### config.mk
export PLATFORM = sky130hd
export DESIGN_NAME = sliding_window_median_top_flat
export DESIGN_NICKNAME = d
export VERILOG_FILES = /design/src/design/swm_pkg.sv /design/src/design/swm_sample_if.sv /design/src/design/swm_median_if.sv /design/src/design/sliding_window_median_top.sv /design/src/design/swm_cell.sv /design/src/flat_wrapper.sv
export SDC_FILE = /design/constraint.sdc
export NUM_CORES = 1
export LEC_CHECK = 0
export ABC_AREA = 1
export ABC_CLOCK_PERIOD_IN_PS = 3650
export BUFFER_PORTS_ARGS = -buffer_cell sky130_fd_sc_hd__buf_2
export CAP_MARGIN = 20
export CORE_UTILIZATION = 45
export DETAILED_ROUTE_END_ITERATION = 12
export GPL_TIMING_DRIVEN = 0
export HOLD_SLACK_MARGIN = 0.02
export PLACE_DENSITY = 0.71
export SLEW_MARGIN = 10
export SYNTH_ARGS = -nofsm -noshare
export SYNTH_HDL_FRONTEND = slang
export SYNTH_SLANG_ARGS = --single-unit
### constraint.sdc
create_clock -name clk -period 3.65 [get_ports clk]
set_input_delay 1.095 -clock clk [delete_from_list [all_inputs] [get_ports clk]]
set_output_delay 1.095 -clock clk [all_outputs]
set_load 0.01 [all_outputs]
### src/design/swm_pkg.sv
// ----------------------------------------------------------------------------
// swm_pkg: shared definitions of the sliding window median filter
// Holds the sample type that the channels and the sorting cells carry.
// ----------------------------------------------------------------------------
package swm_pkg;

    localparam int SAMPLE_W = 24;

    typedef logic signed [SAMPLE_W-1:0] sample_t;

endpackage

### src/design/swm_sample_if.sv
// ----------------------------------------------------------------------------
// swm_sample_if: input sample channel
// Valid/ready channel that carries one signed converter sample per transfer.
// ----------------------------------------------------------------------------
interface swm_sample_if;
    logic             valid;
    logic             ready;
    swm_pkg::sample_t sample;

    modport source (output valid, output sample, input ready);
    modport sink   (input valid, input sample, output ready);
endinterface

### src/design/swm_median_if.sv
// ----------------------------------------------------------------------------
// swm_median_if: result channel
// Valid/ready channel that carries one window median per transfer.
// ----------------------------------------------------------------------------
interface swm_median_if;
    logic             valid;
    logic             ready;
    swm_pkg::sample_t median;

    modport source (output valid, output median, input ready);
    modport sink   (input valid, input median, output ready);
endinterface

### src/design/sliding_window_median_top.sv
// ----------------------------------------------------------------------------
// sliding_window_median_top: sliding window median filter
// Sorted row of WINDOW cells that tracks the last WINDOW samples.
// ----------------------------------------------------------------------------
// Usage:
//   sample_ch takes one signed 24-bit sample per transfer. median_ch gives
//   one result per sample: element WINDOW/2 of the last WINDOW samples in
//   ascending order (the upper middle value for an even window).
//   The cells keep the window sorted at all times, each tagged with its age.
//   A new sample removes the oldest entry and is inserted at its sorted
//   place in the same cycle, so one sample is taken every cycle while the receiver does not stall.
//   The median appears on median_ch in the cycle after the input
//   transfer. The input rate is set by the compare-and-shift step of the
//   cell row.
//   Reset clears the window to zeros, so the first WINDOW-1 results include
//   those zeros. No clearing pass is needed; the block is ready right after
//   reset.
//   When the receiver stalls, the result register holds its value and a new
//   sample is still taken in the cycle that the pending result is taken.
// ----------------------------------------------------------------------------
module sliding_window_median_top #(
    parameter int WINDOW = 5
) (
    input logic         clk,
    input logic         rst_n,
    swm_sample_if.sink  sample_ch,
    swm_median_if.source median_ch
);
    import swm_pkg::*;

    localparam int AGE_W = (WINDOW > 1) ? $clog2(WINDOW) : 1;
    localparam int MID   = WINDOW / 2;

    sample_t          val      [WINDOW];
    sample_t          a_val    [WINDOW];
    sample_t          next_val [WINDOW];
    logic [AGE_W-1:0] a_age    [WINDOW];
    logic [AGE_W-1:0] age      [WINDOW];
    logic             oldest   [WINDOW];
    logic             a_gt     [WINDOW];
    logic [WINDOW-1:0] oldest_hit;
    logic [WINDOW-2:0] ordered;

    logic    load;
    logic    out_valid_reg;
    sample_t median_reg;

    assign sample_ch.ready = !out_valid_reg || median_ch.ready;
    assign load            = sample_ch.valid && sample_ch.ready;

    genvar gi;
    generate
        for (gi = 0; gi < WINDOW; gi++)
        begin : g_cell
            localparam bit IS_LAST  = (gi == WINDOW - 1);
            localparam int RIGHT_IX = IS_LAST ? gi : gi + 1;
            localparam int LEFT_IX  = (gi == 0) ? 0 : gi - 1;

            logic             oldest_left;
            sample_t          left_val;
            logic [AGE_W-1:0] left_age;
            logic             left_gt;

            if (gi == 0)
            begin : g_first
                assign oldest_left = 1'b0;
                assign left_val    = '0;
                assign left_age    = '0;
                assign left_gt     = 1'b0;
            end
            else
            begin : g_rest
                assign oldest_left = oldest[LEFT_IX];
                assign left_val    = a_val[LEFT_IX];
                assign left_age    = a_age[LEFT_IX];
                assign left_gt     = a_gt[LEFT_IX];
            end

            swm_cell #(
                .AGE_W     (AGE_W),
                .OLD_AGE   (WINDOW - 1),
                .RESET_AGE (WINDOW - 1 - gi),
                .LAST      (IS_LAST)
            ) u_cell (
                .clk        (clk),
                .rst_n      (rst_n),
                .load       (load),
                .x          (sample_ch.sample),
                .right_val  (val[RIGHT_IX]),
                .right_age  (age[RIGHT_IX]),
                .oldest_in  (oldest_left),
                .left_a_val (left_val),
                .left_a_age (left_age),
                .left_gt    (left_gt),
                .val        (val[gi]),
                .age        (age[gi]),
                .oldest_out (oldest[gi]),
                .a_val      (a_val[gi]),
                .a_age      (a_age[gi]),
                .a_gt       (a_gt[gi]),
                .next_val   (next_val[gi])
            );

            assign oldest_hit[gi] = oldest[gi] && !oldest_left;

            if (gi < WINDOW - 1)
            begin : g_order
                assign ordered[gi] = (val[gi] <= val[gi+1]);
            end
        end
    endgenerate

    always_ff @(posedge clk or negedge rst_n)
    begin
        if (!rst_n)
        begin
            out_valid_reg <= 1'b0;
        end
        else if (load)
        begin
            out_valid_reg <= 1'b1;
        end
        else if (median_ch.ready)
        begin
            out_valid_reg <= 1'b0;
        end
    end

    always_ff @(posedge clk)
    begin
        if (load)
        begin
            median_reg <= next_val[MID];
        end
    end

    assign median_ch.valid  = out_valid_reg;
    assign median_ch.median = median_reg;

    // Exactly one cell holds the oldest sample.
    a_one_oldest: assert property (@(posedge clk) disable iff (!rst_n)
        $onehot(oldest_hit))
        else $error("oldest entry not unique");

    // The row stays sorted in ascending order.
    a_sorted: assert property (@(posedge clk) disable iff (!rst_n)
        &ordered)
        else $error("window row out of order");

    // Every accepted sample leaves a pending result in the next cycle.
    a_result: assert property (@(posedge clk) disable iff (!rst_n)
        load |=> out_valid_reg)
        else $error("accepted sample produced no result");

    // The input is held off only while a result waits on a stalled receiver.
    a_hold: assert property (@(posedge clk) disable iff (!rst_n)
        !sample_ch.ready |-> (out_valid_reg && !median_ch.ready))
        else $error("input stalled without a pending result");

endmodule

### src/design/swm_cell.sv
// ----------------------------------------------------------------------------
// swm_cell: one slot of the sorted window
// Holds one sample and its age. On a load the row drops its oldest entry and
// inserts the new sample at its sorted place; each cell looks only at its
// neighbors and the new sample to find its new contents.
// ----------------------------------------------------------------------------
module swm_cell #(
    parameter int AGE_W     = 3,
    parameter int OLD_AGE   = 4,
    parameter int RESET_AGE = 0,
    parameter bit LAST      = 1'b0
) (
    input  logic               clk,
    input  logic               rst_n,
    input  logic               load,
    input  swm_pkg::sample_t   x,
    input  swm_pkg::sample_t   right_val,
    input  logic [AGE_W-1:0]   right_age,
    input  logic               oldest_in,
    input  swm_pkg::sample_t   left_a_val,
    input  logic [AGE_W-1:0]   left_a_age,
    input  logic               left_gt,
    output swm_pkg::sample_t   val,
    output logic [AGE_W-1:0]   age,
    output logic               oldest_out,
    output swm_pkg::sample_t   a_val,
    output logic [AGE_W-1:0]   a_age,
    output logic               a_gt,
    output swm_pkg::sample_t   next_val
);
    import swm_pkg::*;

    sample_t          val_reg;
    sample_t          val_next;
    logic [AGE_W-1:0] age_reg;
    logic [AGE_W-1:0] age_next;

    // Once the oldest entry lies at or left of this cell, the compacted row
    // takes its element from the right neighbor.
    assign oldest_out = oldest_in | (age_reg == AGE_W'(OLD_AGE));
    assign a_val      = oldest_out ? right_val : val_reg;
    assign a_age      = oldest_out ? right_age : age_reg;
    assign a_gt       = LAST ? 1'b1 : (a_val > x);

    always_comb
    begin
        priority if (left_gt)
        begin
            val_next = left_a_val;
            age_next = left_a_age + AGE_W'(1);
        end
        else if (!a_gt)
        begin
            val_next = a_val;
            age_next = a_age + AGE_W'(1);
        end
        else
        begin
            val_next = x;
            age_next = '0;
        end
    end

    always_ff @(posedge clk or negedge rst_n)
    begin
        if (!rst_n)
        begin
            val_reg <= '0;
            age_reg <= AGE_W'(RESET_AGE);
        end
        else if (load)
        begin
            val_reg <= val_next;
            age_reg <= age_next;
        end
    end

    assign val      = val_reg;
    assign age      = age_reg;
    assign next_val = val_next;

endmodule

### src/flat_wrapper.sv
// flat-port wrapper written by rule: the top's interface ports become plain ports
module sliding_window_median_top_flat import swm_pkg::*;
#(
    parameter int WINDOW = 5
)
  (clk, rst_n, sample_ch_valid, sample_ch_sample, sample_ch_ready, median_ch_valid, median_ch_median, median_ch_ready);
  swm_sample_if sample_ch_i ();
  swm_median_if median_ch_i ();
  input logic clk;
  input logic rst_n;
  input wire logic [$bits(sample_ch_i.valid)-1:0] sample_ch_valid;
  input wire logic [$bits(sample_ch_i.sample)-1:0] sample_ch_sample;
  output wire logic [$bits(sample_ch_i.ready)-1:0] sample_ch_ready;
  output wire logic [$bits(median_ch_i.valid)-1:0] median_ch_valid;
  output wire logic [$bits(median_ch_i.median)-1:0] median_ch_median;
  input wire logic [$bits(median_ch_i.ready)-1:0] median_ch_ready;
  assign sample_ch_i.valid = sample_ch_valid;
  assign sample_ch_i.sample = sample_ch_sample;
  assign sample_ch_ready = sample_ch_i.ready;
  assign median_ch_valid = median_ch_i.valid;
  assign median_ch_median = median_ch_i.median;
  assign median_ch_i.ready = median_ch_ready;
  sliding_window_median_top #(.WINDOW(WINDOW)) u_core (.clk(clk), .rst_n(rst_n), .sample_ch(sample_ch_i), .median_ch(median_ch_i));
endmodule
==> results of run 1 <==
layout make-up:
cell class	count	area (um^2)	share of cell area [%]
plain buffers	95	647	4.63
clock buffers	22	444	3.18
clock inverters	10	62.6	0.448
inverters	185	707	5.06
multi-input cells	1383	7190	51.5
flip-flops and latches	160	4130	29.6
well taps	341	427	3.05
repair buffers	62	363	2.60
per-layer routing:
layer,part of all wire [%],global-route usage (%),vias to the layer above
met2,44,48.4,689
met3,9.0,4.33,134
met1,43,43.4,5879
met4,4.5,15.4,0
li1,-,-,6064
met5,0,0,-
cells in the final DEF (no fill, tap or decap), types with 3 or more instances in the layout:
cell type and n:
dfrtp_1 131, nand2_2 5, a21oi_2 13, clkbuf_16 17, buf_2 64, inv_1 180, o21a_1 4, buf_6 21
nand2_1 565, clkbuf_1 37, dfstp_2 5, buf_8 4, clkinv_2 4, edfxtp_1 24, ha_4 3, nand3_1 198
o21ai_2 7, o21ai_0 127, or2_2 13, inv_6 3, nor2_2 8, a21oi_1 61, clkbuf_2 8, nor2_1 147
clkbuf_4 3, or2_1 9, and2_1 25, ha_1 97, buf_4 22, a21o_1 5, clkinv_1 3, nand4_1 12
nand2_4 6, o21ai_1 53
synthesized netlist by cell type, drive strengths merged:
master / number / area [um^2]
o21a: 4 / 30.0
and2: 25 / 156
nand2: 577 / 2180
xor2: 2 / 17.5
nor2: 156 / 591
nand3b: 1 / 7.51
o21bai: 2 / 15.0
inv: 184 / 691
a21boi: 1 / 7.51
mux2i: 1 / 10.0
xnor2: 1 / 8.76
a21oi: 74 / 370
edfxtp: 24 / 721
mux2: 1 / 11.3
buf: 44 / 269
nor3: 3 / 20.0
o31ai: 1 / 7.51
a21o: 5 / 37.5
o211ai: 1 / 7.51
nand3: 201 / 1010
nand4: 15 / 113
and3: 1 / 6.26
clkbuf: 52 / 195
o311ai: 1 / 16.3
dfstp: 5 / 131
or2: 23 / 144
clkinv: 1 / 3.75
ha: 100 / 1250
dfrtp: 131 / 3280
o21ai: 187 / 936
metrics by stage:
stage	hold WS (ns)	utilization, %	worst slack [ns]
2_1_floorplan	0.446	-	0.567
3_3_place_gp	0.461	48.3	-0.723
3_5_place_dp	0.465	48.4	-0.778
4_1_cts	0.482	51.0	0.0000853
5_1_grt	0.493	52.1	-0.0265
6_report	0.479	52.1	0.136
worst min path at each step:
stage / endpoint / slack, ns / cells past startpoint
2_1_floorplan: u_core.g_cell[0].u_cell.val[14] / 0.45 / 2
3_3_place_gp: u_core.g_cell[3].u_cell.val[17] / 0.46 / 2
3_5_place_dp: u_core.g_cell[3].u_cell.val[7] / 0.46 / 2
4_1_cts: u_core.g_cell[2].u_cell.val[3] / 0.48 / 2
5_1_grt: u_core.g_cell[1].u_cell.age[1] / 0.49 / 2
6_report: u_core.g_cell[1].u_cell.age[1] / 0.48 / 2
tightest hold or removal path, cell delays in order (launching register included):
cell     delay [ns]
dfstp_2        0.37
nand2_1        0.05
o21ai_1        0.06
cell families after synthesis:
kind of cell	after synthesis
flip-flops	160
adder cells (fa/ha/maj)	100
buffers and inverters	281
AO/OA/AOI/OAI	276
XOR/XNOR	3
multiplexers	2
AND/OR/NAND/NOR	1002
timing repair:
item                                   CTS  global route
resized for setup                       74           114
pin swaps                                3             9
setup endpoints to repair              159           159
endpoints found under the hold margin    0             0
setup buffers                            1             7
==> run metrics, run 1 <==
outcome=complete, no violations; Layout Nets=2,032; crit path cell chain=inv_1 -> nand3_2 -> nand2_8 -> inv_6 -> nand2_4 -> buf_4 -> nor2_1 -> a21oi_2 -> ha_1 -> nand2_1 -> nor2_1 -> nand4_1 -> nor2_2 -> nand2_1 -> nand4_1 -> nand2_2 -> buf_4 -> nand3_1 -> nand3_1 -> and2_1; Setup Crit Path Kind=reg -> reg; max_slew headroom=38.2%; Synth Area in XOR/XNOR=0.215%; Routed WL=43.3 mm; Peak Freq=0.285 GHz; Root Driver=clkbuf_16; gr ovfl total=0; reg-to-reg startpoint=u_core.g_cell[1].u_cell.age[0]; max incr delay on CP=0.54 ns; HPWL Detailed=33.9 mm; share of cells above drive strength 1=11.7%; skew final=0.00951 ns; CP endpoint kind=register; Worst EP required=3.83 ns; CTS Hold Bufs=0; Placer Congestion=1.01; Die Y=167 um; vias after detailed routing=12,800; r2r endpoint=u_core.median_ch.median[6]; first-pass GRT wire length=66.8 mm; r2r worst-path depth=20; Num Clock Sinks=160; port buffer count=53; synth unique cells=42; antenna cells=0; fin. max-slew vios=0; post-synthesis sequential area ratio=33.7%; worst skew pair latency=0.44 ns; type of the most critical hold path=reg -> reg; worst-path maximum fanout=10; DRC violations left=0; max reg flops=120; Simple-Gate Fraction of Synth Area=34.5%; placed cell areas=13,000 um^2; Total GRT Usage=31.5%; FP Rows=60; Worst Setup EP=u_core.median_ch.median[6]; Cells after Synth=1,824; Startpoint Class=register; synth warn=0; First DRT Iteration DRCs=1,721; finished layout cell area=14,000 um^2; critical path launch point=u_core.g_cell[1].u_cell.age[0]; Die X=167 um; post-layout minimum cycle time=3.51 ns; largest family of logic cells by synthesized area=simple AND/OR/NAND/NOR gates; Compound-Gate Fraction of Synth Area=11.7%; hold path start=u_core.g_cell[1].u_cell.age[1]; Cells after DPL=2,219; CP bufs+invs=4; largest net degree at the start of global routing=96; Fin. Hold Viols=0; DR pass1 iterations=7; Starting Density=45.7%; Post-Synth Adder-Cell Area=10.2%; multiplexer share of the synthesized area=0.174%; CTS tree=built; R2R Setup Slk=0.14 ns; drt via density=5.65; CP top delay family=simple AND/OR/NAND/NOR gates; Reg clk slew, reported paths=0.07 ns; Worst EP arrival=3.69 ns; die area=27,900 um^2; Final Non-Filler Cells=2,258; Fill cells=2,684; Mapped Avg Cell Area=6.71 um^2; DRT antenna net count=0; clk buf depth=2; H-tree depth=4; final setup violating endpoints=0; synthesized flop and latch total=160; Crit path depth=20; vias in the first global route=11,900; Post-Synthesis Cell Area=12,200 um^2; max-cap viol count=0; core region area=26,800 um^2; DR WL/cell=19.2 um; final total negative setup slack=0 ns; Slew @ Worst Pin=0.927 ns; Inserted Clock Buffers=17; Post-Syn Nets=1,952; initial antenna violation count=0; Area Growth Syn to Fin=14.1%; Slowest cell on crit path=dfstp_2; Final period util=96.3%; IO Pins=54
Power of run 1 is not shown: default switching activity piles up to over one toggle a cycle in this logic, so the estimate is an artifact.
==> run 2: changes to the inputs <==
--- a/config.mk
+++ b/config.mk
@@ -6,7 +6,7 @@
 export NUM_CORES = 1
 export LEC_CHECK = 0
 export ABC_AREA = 1
-export ABC_CLOCK_PERIOD_IN_PS = 3650
+export ABC_CLOCK_PERIOD_IN_PS = 3800
 export BUFFER_PORTS_ARGS = -buffer_cell sky130_fd_sc_hd__buf_2
 export CAP_MARGIN = 20
 export CORE_UTILIZATION = 45
==> constraint.sdc (replaced) <==
create_clock -name clk -period 3.8 [get_ports clk]
set_input_delay 1.14 -clock clk [delete_from_list [all_inputs] [get_ports clk]]
set_output_delay 1.14 -clock clk [all_outputs]
set_load 0.01 [all_outputs]
==> run 2 against run 1 <==
  * Count of clock-buffer cells in the layout is the same
  * Via count about the same
  * Register-to-register slack hardly changed
  * First-iteration DRC count rose by 1.7%
  * Die area unchanged
  * Worst setup slack got worse by 0.011 ns
  * Sequential share of layout area grew 0.22 points
  * Critical path type unchanged
  * Core utilization shrank 0.38 points
  * Routed wire length shrank 0.22%
  * Cell area is 0.73% lower
  * Global-route usage about the same
  * Cell count hardly changed
==> run metrics, run 2 (same netlist as run 1, synthesis figures left out) <==
gr ovfl total=0 (unchanged); Area Growth Syn to Fin=13.3% (was 14.1%); vias in the first global route=11,800 (was 11,900); Die X=167 um (unchanged); die area=27,900 um^2 (unchanged); DR WL/cell=19.1 um (was 19.2 um); FP Rows=60 (unchanged); Most common cell on crit path=nand3_1; placed cell areas=13,000 um^2 (unchanged); Inserted Clock Buffers=17 (unchanged); CP top delay family=simple AND/OR/NAND/NOR gates (unchanged); Final period util=96.7% (was 96.3%); post-layout minimum cycle time=3.68 ns (was 3.51 ns); worst skew pair latency=0.44 ns (about the same); H-tree depth=4 (unchanged); most frequent cells in the layout=nand2_1, nand3_1, inv_1 (unchanged); DRC violations left=0 (unchanged); CP endpoint kind=register (unchanged); Starting Density=45.7% (unchanged); met3 usage=4.23% (was 4.33%); Worst EP required=3.98 ns (was 3.83 ns); crit path cell chain=nor2_1 -> nand2_2 -> nand2_8 -> inv_6 -> nand2_2 -> buf_4 -> nor2_1 -> a21oi_1 -> ha_1 -> a21oi_1 -> o21ai_0 -> nor2_2 -> nand3_1 -> nand2_1 -> nand2_1 -> buf_4 -> nand3_1 -> nand3_1 -> and2_1 (was inv_1 -> nand3_2 -> nand2_8 -> inv_6 -> nand2_4 -> buf_4 -> nor2_1 -> a21oi_2 -> ha_1 -> nand2_1 -> nor2_1 -> nand4_1 -> nor2_2 -> nand2_1 -> nand4_1 -> nand2_2 -> buf_4 -> nand3_1 -> nand3_1 -> and2_1); initial antenna violation count=1 (was 0); IO Pins=54 (unchanged); DR pass1 iterations=6 (was 7); outcome=complete, no violations (unchanged); gr busiest metal=met2 (unchanged); Layout Nets=2,033 (was 2,032); Placer Congestion=1.01 (unchanged); Num Clock Sinks=160 (unchanged); Root Driver=clkbuf_16 (unchanged); largest net degree at the start of global routing=96 (unchanged); worst-path maximum fanout=10 (unchanged); GR Util met2=48.6% (was 48.4%); HPWL Detailed=33.9 mm (unchanged); Total GRT Usage=31.4% (was 31.5%); grt met1 use=43.7% (was 43.4%); drt via density=5.65 (about the same); most common cell after layout, fill and taps aside=nand2_1 (unchanged); DRT antenna net count=0 (unchanged); Reg clk slew, reported paths=0.07 ns (about the same); port buffer count=53 (unchanged); first-pass GRT wire length=66.7 mm (was 66.8 mm); final total negative setup slack=0 ns (unchanged); CP bufs+invs=3 (was 4); share of cells above drive strength 1=11.2% (was 11.7%); type of the most critical hold path=reg -> reg (unchanged); Routed WL=43.2 mm (was 43.3 mm); Setup Crit Path Kind=reg -> reg (unchanged); max reg flops=120 (unchanged); Slew @ Worst Pin=0.877 ns (was 0.927 ns); Slowest cell on crit path=dfrtp_1 (was dfstp_2); Startpoint Class=register (unchanged); max incr delay on CP=0.38 ns (was 0.54 ns); core region area=26,800 um^2 (unchanged); First DRT Iteration DRCs=1,750 (was 1,721); max_slew headroom=41.5% (was 38.2%); Fin. Hold Viols=0 (unchanged); skew final=0.0119 ns (was 0.00951 ns); Peak Freq=0.272 GHz (was 0.285 GHz); clk buf depth=2 (unchanged); Fill cells=2,690 (was 2,684); max-cap viol count=0 (unchanged); finished layout cell area=13,900 um^2 (was 14,000 um^2); CTS tree=built (unchanged); fin. max-slew vios=0 (unchanged); vias after detailed routing=12,800 (about the same); Worst EP arrival=3.85 ns (was 3.69 ns); Die Y=167 um (unchanged); final setup violating endpoints=0 (unchanged)
## run 2: area by class of cell
class                   instances  area (um^2)  share of cell area (%)
clock inverters                10         62.6                   0.451
well taps                     341          427                    3.08
clock buffers                  22          444                    3.20
plain buffers                  96          582                    4.19
multi-input cells            1383         7150                    51.6
flip-flops and latches        160         4130                    29.8
inverters                     185          706                    5.09
diodes                          1         2.50                  0.0180
repair buffers                 62          363                    2.62
## run 2: per-layer routing
| layer | vias up | share of wire (%) |
|---|---|---|
| li1 | 6060 | - |
| met1 | 5942 | 42 |
| met2 | 654 | 44 |
| met3 | 118 | 9.5 |
| met4 | 0 | 4.1 |
| met5 | - | 0 |
## run 2: worst paths after layout
kind,startpoint,endpoint,slack (ns),depth (start not counted)
min in group asynchronous,rst_n,u_core.g_cell[0].u_cell.age[1],0.59,1
max reg2reg,u_core.g_cell[0].u_cell.age[1],u_core.median_ch.median[6],0.12,19
max in group asynchronous,rst_n,u_core.g_cell[0].u_cell.val[13],2.38,2
min reg2reg,u_core.g_cell[1].u_cell.age[1],u_core.g_cell[1].u_cell.age[1],0.48,2
min,u_core.g_cell[1].u_cell.age[1],u_core.g_cell[1].u_cell.age[1],0.48,2
max,u_core.g_cell[0].u_cell.age[1],u_core.median_ch.median[6],0.12,19
## run 2: worst reg2reg max path, stage by stage, from the launching register on
cell,delay (ns)
dfrtp_1,0.38
nor2_1,0.17
nand2_2,0.17
nand2_8,0.17
inv_6,0.08
nand2_2,0.15
buf_4,0.22
nor2_1,0.06
a21oi_1,0.26
ha_1,0.32
a21oi_1,0.17
o21ai_0,0.10
nor2_2,0.22
nand3_1,0.14
nand2_1,0.08
nand2_1,0.13
buf_4,0.21
nand3_1,0.07
nand3_1,0.12
and2_1,0.20
## run 2: repair_timing
item / CTS / global route
pin swaps: 0 / 9
gates cloned: 0 / 0
resized for setup: 41 / 108
hold buffers: 0 / 0
endpoints found under the setup margin: 159 / 159
buffers inserted: 0 / 8
## run 2: stage by stage
stage          std cells  utilization (%)  hold WS (ns)  setup WS [ns]
3_3_place_gp        2218             48.3         0.461         -0.573
5_1_grt             2259             51.7         0.493        -0.0278
2_1_floorplan       1824                -         0.446          0.717
3_5_place_dp        2219             48.4         0.465         -0.628
6_report            2260             51.8         0.479          0.125
4_1_cts             2251             50.6         0.482      0.0000382
Power of run 2 is left out for the same reason.
